### config.mk
export PLATFORM = sky130hd
export DESIGN_NAME = game_pad_serial_reader_top
export DESIGN_NICKNAME = d
export VERILOG_FILES = /design/src/rtl/core/gpsr_pkg.sv /design/src/rtl/core/gpsr_decode.sv /design/src/rtl/core/gpsr_seq.sv /design/src/rtl/core/gpsr_outreg.sv /design/src/rtl/core/game_pad_serial_reader_top.sv
export SDC_FILE = /design/constraint.sdc
export NUM_CORES = 1
export LEC_CHECK = 0
export ABC_AREA = 0
export BUFFER_PORTS_ARGS = -buffer_cell sky130_fd_sc_hd__buf_2
export CAP_MARGIN = 20
export CORE_UTILIZATION = 35
export CTS_BUF_LIST = sky130_fd_sc_hd__clkbuf_4 sky130_fd_sc_hd__clkbuf_8
export DETAILED_ROUTE_END_ITERATION = 10
export MAX_ROUTING_LAYER = met4
export PLACE_DENSITY = 0.48
export SKIP_LAST_GASP = 1
export SYNTH_ARGS = -nofsm -noshare
export SYNTH_HDL_FRONTEND = slang
export SYNTH_SLANG_ARGS = --single-unit
### constraint.sdc
create_clock -name clk -period 15.68 [get_ports clk]
set_clock_uncertainty 0.1 [all_clocks]
set_input_delay 3.136 -clock clk [delete_from_list [all_inputs] [get_ports clk]]
set_output_delay 3.136 -clock clk [all_outputs]
set_load 0.05 [all_outputs]
### src/rtl/core/gpsr_pkg.sv
`timescale 1ns / 1ps
// Package for the game pad serial reader: widths, phase encoding, button mapping
// tables and the result record; shared by the sequencer, decoder and output register.
// No dependencies.
package gpsr_pkg;

  // Width of the tick counter; longer durations are cut to 2^CNT_W ticks.
  localparam int CNT_W = 16;
  // Compare width: holds the counter plus one carry bit and any 16 bit limit.
  localparam int CMP_W = (CNT_W + 1 > 17) ? CNT_W + 1 : 17;
  localparam logic [CMP_W-1:0] CNT_MAX = CMP_W'((64'd1 << CNT_W) - 64'd1);

  // Configuration register indexes.
  localparam logic [1:0] CFG_STARTUP_WAIT = 2'd0;
  localparam logic [1:0] CFG_LATCH_TICKS  = 2'd1;
  localparam logic [1:0] CFG_HALF_PERIOD  = 2'd2;

  // Register reset values.
  localparam logic [15:0] STARTUP_WAIT_RST = 16'd10000;
  localparam logic [7:0]  LATCH_TICKS_RST  = 8'd12;
  localparam logic [7:0]  HALF_PERIOD_RST  = 8'd6;

  // Bits per frame.
  localparam logic [4:0] DISC_BITS  = 5'd8;
  localparam logic [4:0] FRAME_BITS = 5'd16;

  // Discovery byte patterns (first bit on the wire is the MSB, 1 = pressed).
  localparam logic [7:0] DISC_ONLY_B      = 8'b1000_0000;
  localparam logic [7:0] DISC_ONLY_Y      = 8'b0100_0000;
  localparam logic [7:0] DISC_ONLY_SELECT = 8'b0010_0000;
  localparam logic [7:0] DISC_ONLY_START  = 8'b0001_0000;

  typedef logic [2:0] gpsr_map_t;

  localparam gpsr_map_t MAP_DEFAULT = 3'd0;
  localparam gpsr_map_t MAP_B       = 3'd1;
  localparam gpsr_map_t MAP_Y       = 3'd2;
  localparam gpsr_map_t MAP_START   = 3'd3;
  localparam gpsr_map_t MAP_SELECT  = 3'd4;
  localparam gpsr_map_t MAP_LAST    = 3'd4;

  // Wire position of the button driving action 1..6, for each mapping.
  // Wire order: B Y Select Start Up Down Left Right A X L R.
  localparam logic [3:0] ACTION_SRC [0:4][0:5] = '{
    '{4'd8, 4'd0, 4'd9,  4'd1, 4'd10, 4'd11},
    '{4'd0, 4'd1, 4'd8,  4'd9, 4'd10, 4'd11},
    '{4'd1, 4'd0, 4'd8,  4'd9, 4'd10, 4'd11},
    '{4'd1, 4'd9, 4'd10, 4'd0, 4'd8,  4'd11},
    '{4'd0, 4'd8, 4'd10, 4'd1, 4'd9,  4'd11}
  };

  // Sequencer phases, one-hot.
  typedef enum logic [7:0] {
    PH_WAIT        = 8'b0000_0001,
    PH_DISC_LATCH  = 8'b0000_0010,
    PH_DISC_LOW    = 8'b0000_0100,
    PH_DISC_HIGH   = 8'b0000_1000,
    PH_IDLE        = 8'b0001_0000,
    PH_FRAME_LATCH = 8'b0010_0000,
    PH_FRAME_LOW   = 8'b0100_0000,
    PH_FRAME_HIGH  = 8'b1000_0000
  } gpsr_phase_t;

  // One result per tick.
  typedef struct packed {
    logic        latch_pin;
    logic        clock_pin;
    logic [11:0] button_bits;
    logic        frame_done;
    gpsr_map_t   active_mapping;
    logic        busy_res;
  } gpsr_result_t;

endpackage

### src/rtl/core/gpsr_decode.sv
`timescale 1ns / 1ps
// Button decoder: maps a captured frame onto the twelve button outputs and
// classifies the discovery byte. Depends on gpsr_pkg.
module gpsr_decode
  import gpsr_pkg::*;
(
  input  logic [15:0] shift_bits,
  input  gpsr_map_t   pad_mapping,
  output logic [11:0] buttons,
  output gpsr_map_t   disc_mapping
);

  gpsr_map_t map_sel;

  // Frame decode: directions and start/coin are fixed, actions follow the table.
  always_comb begin
    map_sel = (pad_mapping <= MAP_LAST) ? pad_mapping : MAP_DEFAULT;
    buttons[0]  = shift_bits[11];
    buttons[1]  = shift_bits[10];
    buttons[2]  = shift_bits[9];
    buttons[3]  = shift_bits[8];
    for (int j = 0; j < 6; j++) begin
      buttons[4 + j] = shift_bits[4'(4'd15 - ACTION_SRC[map_sel][j])];
    end
    buttons[10] = shift_bits[12];
    buttons[11] = shift_bits[13];
  end

  // Discovery: a lone press of one of four buttons picks its mapping.
  always_comb begin
    case (shift_bits[7:0])
      DISC_ONLY_SELECT: disc_mapping = MAP_SELECT;
      DISC_ONLY_START:  disc_mapping = MAP_START;
      DISC_ONLY_B:      disc_mapping = MAP_B;
      DISC_ONLY_Y:      disc_mapping = MAP_Y;
      default:          disc_mapping = MAP_DEFAULT;
    endcase
  end

endmodule

### src/rtl/core/gpsr_seq.sv
`timescale 1ns / 1ps
// Tick sequencer: configuration registers, phase machine, tick timer and shift
// register; produces one result per accepted tick. Depends on gpsr_pkg, gpsr_decode.
module gpsr_seq
  import gpsr_pkg::*;
(
  input  logic         clk,
  input  logic         rst,
  input  logic         step,
  input  logic         data_pin,
  input  logic         scan_request,
  input  logic         cfg_write,
  input  logic [1:0]   cfg_index,
  input  logic [15:0]  cfg_data,
  output gpsr_result_t res
);

  logic [15:0]     startup_wait_ticks;
  logic [7:0]      latch_ticks;
  logic [7:0]      half_period_ticks;

  gpsr_phase_t     phase;
  logic [CNT_W-1:0] tick_count;
  logic [4:0]      bit_index;
  logic [15:0]     shift_bits;
  gpsr_map_t       pad_mapping;
  logic [11:0]     held_buttons;

  gpsr_phase_t     phase_next;
  logic [CNT_W-1:0] tick_count_next;
  logic [4:0]      bit_index_next;
  logic [15:0]     shift_bits_next;
  gpsr_map_t       pad_mapping_next;
  logic [11:0]     held_buttons_next;

  gpsr_phase_t     ph;
  logic [CNT_W-1:0] tick_eff;
  logic [15:0]     limit;
  logic [15:0]     limit_eff;
  logic [CMP_W-1:0] cnt_inc;
  logic            last;
  logic [CNT_W-1:0] cnt_adv;
  logic            disc;
  logic [4:0]      total;
  logic            done;
  logic            latch_lvl;
  logic            clock_lvl;
  logic            busy;
  logic [11:0]     dec_buttons;
  gpsr_map_t       dec_mapping;

  gpsr_decode u_decode (
    .shift_bits   (shift_bits),
    .pad_mapping  (pad_mapping),
    .buttons      (dec_buttons),
    .disc_mapping (dec_mapping)
  );

  // Configuration registers; writes beyond the list are dropped.
  always_ff @(posedge clk) begin
    if (rst) begin
      startup_wait_ticks <= STARTUP_WAIT_RST;
      latch_ticks        <= LATCH_TICKS_RST;
      half_period_ticks  <= HALF_PERIOD_RST;
    end else if (cfg_write) begin
      case (cfg_index)
        CFG_STARTUP_WAIT: startup_wait_ticks <= cfg_data;
        CFG_LATCH_TICKS:  latch_ticks        <= cfg_data[7:0];
        CFG_HALF_PERIOD:  half_period_ticks  <= cfg_data[7:0];
        default: ;
      endcase
    end
  end

  // A request on an idle tick makes that tick the first latch tick.
  always_comb begin
    ph       = phase;
    tick_eff = tick_count;
    if (phase == PH_IDLE && scan_request) begin
      ph       = PH_FRAME_LATCH;
      tick_eff = '0;
    end
  end

  // Tick timer: the duration of the current phase, a zero setting counting as one.
  always_comb begin
    case (ph)
      PH_WAIT:                       limit = startup_wait_ticks;
      PH_DISC_LATCH, PH_FRAME_LATCH: limit = {8'd0, latch_ticks};
      default:                       limit = {8'd0, half_period_ticks};
    endcase
    limit_eff = (limit == 16'd0) ? 16'd1 : limit;
    cnt_inc   = CMP_W'(tick_eff) + CMP_W'(1);
    last      = (cnt_inc >= CMP_W'(limit_eff)) || (cnt_inc > CNT_MAX);
    cnt_adv   = last ? '0 : cnt_inc[CNT_W-1:0];
    disc      = (ph == PH_DISC_LATCH) || (ph == PH_DISC_LOW) || (ph == PH_DISC_HIGH);
    total     = disc ? DISC_BITS : FRAME_BITS;
  end

  // Phase machine and pin levels for this tick.
  always_comb begin
    phase_next        = ph;
    tick_count_next   = tick_eff;
    bit_index_next    = bit_index;
    shift_bits_next   = shift_bits;
    pad_mapping_next  = pad_mapping;
    held_buttons_next = held_buttons;
    latch_lvl         = 1'b0;
    clock_lvl         = 1'b1;
    busy              = 1'b1;
    done              = 1'b0;
    case (ph)
      PH_WAIT: begin
        latch_lvl       = 1'b1;
        tick_count_next = cnt_adv;
        if (last) begin
          phase_next = PH_DISC_LATCH;
        end
      end
      PH_IDLE: begin
        busy = 1'b0;
      end
      PH_DISC_LATCH, PH_FRAME_LATCH: begin
        latch_lvl       = 1'b1;
        tick_count_next = cnt_adv;
        if (last) begin
          phase_next     = disc ? PH_DISC_LOW : PH_FRAME_LOW;
          bit_index_next = '0;
        end
      end
      PH_DISC_LOW, PH_FRAME_LOW: begin
        clock_lvl       = 1'b0;
        tick_count_next = cnt_adv;
        if (last) begin
          shift_bits_next = {shift_bits[14:0], ~data_pin};
          bit_index_next  = bit_index + 5'd1;
          phase_next      = disc ? PH_DISC_HIGH : PH_FRAME_HIGH;
        end
      end
      PH_DISC_HIGH, PH_FRAME_HIGH: begin
        tick_count_next = cnt_adv;
        if (last) begin
          if (bit_index >= total) begin
            if (disc) begin
              pad_mapping_next = dec_mapping;
            end else begin
              held_buttons_next = dec_buttons;
              done              = 1'b1;
            end
            phase_next = PH_IDLE;
          end else begin
            phase_next = disc ? PH_DISC_LOW : PH_FRAME_LOW;
          end
        end
      end
      default: begin
        phase_next = PH_WAIT;
      end
    endcase
  end

  // State advances once per accepted tick.
  always_ff @(posedge clk) begin
    if (rst) begin
      phase        <= PH_WAIT;
      tick_count   <= '0;
      bit_index    <= '0;
      shift_bits   <= '0;
      pad_mapping  <= MAP_DEFAULT;
      held_buttons <= '0;
    end else if (step) begin
      phase        <= phase_next;
      tick_count   <= tick_count_next;
      bit_index    <= bit_index_next;
      shift_bits   <= shift_bits_next;
      pad_mapping  <= pad_mapping_next;
      held_buttons <= held_buttons_next;
    end
  end

  // Result of this tick, taken by the output register on a transfer.
  always_comb begin
    res.latch_pin      = latch_lvl;
    res.clock_pin      = clock_lvl;
    res.button_bits    = held_buttons_next;
    res.frame_done     = done;
    res.active_mapping = pad_mapping_next;
    res.busy_res       = busy;
  end

  // A frame can only complete from the high half of a data frame's last bit.
  a_done_from_high: assert property (@(posedge clk) disable iff (rst)
    res.frame_done |-> (phase == PH_FRAME_HIGH && bit_index == FRAME_BITS))
    else $error("frame_done outside the end of a data frame");

  // A completed frame always leaves the sequencer idle.
  a_done_to_idle: assert property (@(posedge clk) disable iff (rst)
    (step && res.frame_done) |=> (phase == PH_IDLE))
    else $error("sequencer not idle after a completed frame");

  // The bit counter never runs past a full frame.
  a_bit_bound: assert property (@(posedge clk) disable iff (rst)
    bit_index <= FRAME_BITS)
    else $error("bit index beyond frame length");

  // Latch and a low clock are never driven together.
  a_pins_exclusive: assert property (@(posedge clk) disable iff (rst)
    !(res.latch_pin && !res.clock_pin))
    else $error("latch high while clock is low");

endmodule

### src/rtl/core/gpsr_outreg.sv
`timescale 1ns / 1ps
// Output register: holds one result until it is taken and frees the input side
// in the same cycle it drains. Depends on gpsr_pkg.
module gpsr_outreg
  import gpsr_pkg::*;
(
  input  logic         clk,
  input  logic         rst,
  input  logic         load,
  input  gpsr_result_t res_in,
  output logic         space,
  output logic         out_valid,
  input  logic         out_ready,
  output gpsr_result_t res_out
);

  // Room for a new result when empty or when the held one leaves this cycle.
  assign space = !out_valid || out_ready;

  always_ff @(posedge clk) begin
    if (rst) begin
      out_valid <= 1'b0;
    end else if (load) begin
      out_valid <= 1'b1;
    end else if (out_ready) begin
      out_valid <= 1'b0;
    end
  end

  // Payload needs no reset.
  always_ff @(posedge clk) begin
    if (load) begin
      res_out <= res_in;
    end
  end

endmodule

### src/rtl/core/game_pad_serial_reader_top.sv
`timescale 1ns / 1ps
// Top level of the game pad serial reader: sequencer plus output register.
// Depends on gpsr_pkg, gpsr_seq, gpsr_outreg.
//
// Each input transfer is one time tick and yields exactly one result transfer
// carrying the latch and clock pin levels, the held buttons, the frame-done flag,
// the active mapping and the busy flag. The block sustains one tick per cycle;
// in_ready falls only while a
// result sits in the output register and out_ready is low. After reset the latch
// stays high for startup_wait_ticks ticks, then an 8 bit discovery frame picks the
// button mapping; afterwards each scan_request seen while idle starts a 16 bit
// frame. Configuration writes are accepted every cycle and should be issued only
// while the block is idle.
module game_pad_serial_reader_top
  import gpsr_pkg::*;
(
  input  logic        clk,
  input  logic        rst,
  // Tick input channel.
  input  logic        in_valid,
  output logic        in_ready,
  input  logic        data_pin,
  input  logic        scan_request,
  // Result channel.
  output logic        out_valid,
  input  logic        out_ready,
  output logic        latch_pin,
  output logic        clock_pin,
  output logic [11:0] button_bits,
  output logic        frame_done,
  output logic [2:0]  active_mapping,
  output logic        busy_res,
  // Configuration write channel.
  input  logic        cfg_valid,
  output logic        cfg_ready,
  input  logic [1:0]  cfg_index,
  input  logic [15:0] cfg_data
);

  logic         step;
  gpsr_result_t res_next;
  gpsr_result_t res_held;

  assign cfg_ready = 1'b1;
  assign step      = in_valid && in_ready;

  gpsr_seq u_seq (
    .clk          (clk),
    .rst          (rst),
    .step         (step),
    .data_pin     (data_pin),
    .scan_request (scan_request),
    .cfg_write    (cfg_valid && cfg_ready),
    .cfg_index    (cfg_index),
    .cfg_data     (cfg_data),
    .res          (res_next)
  );

  gpsr_outreg u_outreg (
    .clk       (clk),
    .rst       (rst),
    .load      (step),
    .res_in    (res_next),
    .space     (in_ready),
    .out_valid (out_valid),
    .out_ready (out_ready),
    .res_out   (res_held)
  );

  // Result fields onto their ports.
  assign latch_pin      = res_held.latch_pin;
  assign clock_pin      = res_held.clock_pin;
  assign button_bits    = res_held.button_bits;
  assign frame_done     = res_held.frame_done;
  assign active_mapping = res_held.active_mapping;
  assign busy_res       = res_held.busy_res;

endmodule

==> impl_metrics.toml <==
[status]
outcome = "finished clean"

[critical_path]
critPathMaxFanout = 19
critPathCaptureType = "flip-flop"
worstSetupPathType = "primary input to flip-flop"
r2r_setup_slack_ns = 9.92
start_kind = "primary input"
reg2reg_to = "u_outreg.res_out[1]"
r2r_cells = 19
cp.arrival_ns = 7.93
critPathRequiredTime_ns = 15.72
r2r-start = "u_seq.phase[4]"

[drt]
drtAntennaViolNets = 0
drt_iter0_markers = 246
totalWireLength_um = 14100
vias = 4601
viasPerCell = 5.23
wl_per_cell_um = 16.0
drc = 0
dr.pass1.iters = 5

[global_routing]
grt_max_degree = 74
grt_pass1_wl_um = 23200
grt_overflow = 0
grt_antenna_before_repair = 0
grt_usage_pct = 18.1
grt_pass1_vias = 4532

[synthesis]
async_flop_share_pct = 0
synth_ff_type = "dfxtp_1"
synth.avg_cell_area_um2 = 9.21
synth.distinct_cells = 67
synth_top_family_by_area = "simple AND/OR/NAND/NOR gates"
synth_fp_nets = 682
synth_xor_xnor_area_share_pct = 3.01
synthAdderAreaFrac_pct = 5.55
synth.area.mux_share_pct = 12.3
synth_seq_cells = 112
synth_edf_count = 19
synth_compound_area_share_pct = 12.0
synthSimpleGateAreaFrac_pct = 21.2
ys_seq_area_share_pct = 41.8
syn_inst = 632
synth_warnings = 0
synth_area_um2 = 5820

[floorplanning]
rows = 46
pin_count = 47
die-width_um = 131
die_area_um2 = 17200
fp.dieH_um = 131
initial_core_util_pct = 36.2
coreArea_um2 = 16100

[clock_network]
cts_max_level = 3
cts.sinks = 112
clock_latency_ns = 0.39
hold_buffers = 0
clock_tree.buffer_depth = 2
clkTransAtPathRegs_ns = 0.11
cts_inserted_buffers = 9
cts-resized-gates = 0
cts_setup_buffers = 0
cts-root-buf = "clkbuf_8"
tritoncts = "yes"

[timing]
maxSlewViolCount = 0
tns_ns = 0
fin_ws_ns = 7.79
worstMarginPinSlew_ns = 0.979
layout_min_cycle_time_ns = 7.89
setup_viol = 0
maxSlewHeadroom_pct = 34.7
hold_viol_final = 0
rsz0062_at_grt = "false"
timing.fmax_mhz = 127
fin_crit_sh_pct = 50.3

[layout]
drive_gt1_share_pct = 15.5
seqCellArea_um2 = 2430
nets = 708
antenna_cells = 0
multi_input_area_um2 = 3160
syn_to_final_growth_pct = 10.7
stdcell_count = 879
nFillCells = 1628

[placement]
gp_congestion = 0.855
place_inst = 863
port_buffers = 45
dp_slack_ns = 7.36
dp_hpwl_um = 9840

[worst_hold_path]
worstHoldStart = "u_seq.startup_wait_ticks[6]"
hp-class = "flip-flop to flip-flop"
hold_end = "u_seq.startup_wait_ticks[6]"
hold_depth = 2

[power_and_ir_drop]
p_leak_nw = 2.80
ir_drop_uv = 54.4
powerDensity_nw_per_um2 = 84.5

[job]
maxCapViolations = 0
-- worst max-delay path, cell delays in order --
cell      delay [ns]
buf_2           0.11
and4_1          0.37
nand2b_1        0.29
inv_1           0.10
ha_1            0.30
nand3_2         0.19
nor2_1          0.33
nand4_1         0.21
xor2_1          0.18
nor2_1          0.17
ha_1            0.27
and4_1          0.20
nand3_1         0.13
a311oi_1        0.06
o41a_1          0.39
a41o_2          0.31
nor2_2          0.56
or3_4           0.27
mux2_1          0.32
-- cells in the mapped netlist (4+ instances only) --
library cell	count	share of area, %
nor2_1	73	4.7
nor2b_1	7	0.75
nand2b_1	9	0.97
dfxtp_1	93	32
edfxtp_1	19	9.8
buf_4	6	0.77
and3_1	5	0.54
o211ai_1	6	0.77
nand3_1	19	1.6
xor2_1	10	1.5
o21ai_0	15	1.3
clkbuf_1	24	1.5
xnor2_1	10	1.5
nand2_1	67	4.3
or4_1	4	0.52
a22o_1	18	2.7
a21oi_1	43	3.7
mux2_2	13	2.5
buf_2	5	0.43
nor4_1	8	0.86
nand4_1	11	1.2
nor3_1	8	0.69
mux2i_1	49	8.4
or3_1	5	0.54
and4_1	5	0.75
inv_1	17	1.1
ha_1	25	5.4
-- report_power, final --
group	internal [mW]	switching (mW)	total [mW]
sequential	0.298	0.00366	0.301
combinational	0.0120	0.0287	0.0408
clock	0.100	0.102	0.202
-- per-stage QoR --
| stage | cell area, um2 | hold slack (ns) | utilization [%] | power (mW) |
|---|---|---|---|---|
| final | 6440 | 0.363 | 40.1 | 0.544 |
| after global routing | 6440 | 0.386 | 40.1 | 0.568 |
| after CTS | 6440 | 0.365 | 40.1 | 0.553 |
| after detailed placement | 6210 | 0.350 | 38.6 | 0.349 |
| after global placement | 6210 | 0.341 | 38.6 | 0.348 |
| after floorplan | 5820 | 0.336 | - | 0.336 |
-- layer usage --
metal	GRT usage, %	vias up	wire length (um)
met4	5.34	0	184
met3	3.14	15	454
met5	-	-	0
met2	27.2	74	6180
li1	-	2311	-
met1	24.8	2201	7260
-- placed cells by master, fill, tap and decap left out, types with 3 or more instances in the layout --
master	count
a21oi_1	43
a22o_1	18
and3_1	5
and4_1	5
buf_2	45
buf_4	7
clkbuf_8	11
dfxtp_1	93
edfxtp_1	19
ha_1	25
inv_1	17
mux2_1	3
mux2_2	13
mux2i_1	49
nand2_1	67
nand2b_1	9
nand3_1	19
nand4_1	11
nor2_1	73
nor2b_1	7
nor3_1	8
nor3b_1	3
nor4_1	7
nor4_2	3
nor4b_1	3
o211ai_1	6
o21ai_0	15
o31ai_1	3
or3_1	5
or4_1	4
xnor2_1	10
xor2_1	10
-- cell families (layout without fill, tap and decap cells) --
logic type	count (synthesis)	count (layout)
fa+ha+maj	26	26
mux	67	67
other cells	1	1
flops	112	112
buf+inv	55	86
xor+xnor	20	20
simple gates	245	245
compound gates	106	106
-- worst max-delay path by stage --
stage                 startpoint                   end  cells after the start
floorplan           scan_request  u_outreg.res_out[10]                     21
global placement    scan_request   u_outreg.res_out[2]                     19
detailed placement  scan_request   u_outreg.res_out[1]                     19
CTS                 scan_request   u_outreg.res_out[2]                     19
global route        scan_request   u_outreg.res_out[1]                     19
finish              scan_request   u_outreg.res_out[1]                     19
-- final cells by class --
class / count / area share [%]
multi-input cells: 465 / 49.0
repair buffers: 52 / 4.31
clock buffers: 11 / 2.35
flip-flops and latches: 112 / 37.8
clock inverters: 5 / 1.30
inverters: 18 / 1.05
well taps: 216 / 4.20
-- registers in the layout (all words and copies together) (netlist names) --
register                  flops
u_seq.held_buttons           12
u_seq.half_period_ticks       8
u_seq.latch_ticks             8
u_seq.startup_wait_ticks     16
u_seq.phase                   8
u_seq.pad_mapping             3
u_seq.bit_index               5
u_seq.tick_count             16
u_outreg.out_valid            1
u_outreg.res_out             19
u_seq.shift_bits             16
Power figures use the tool's default switching activity.
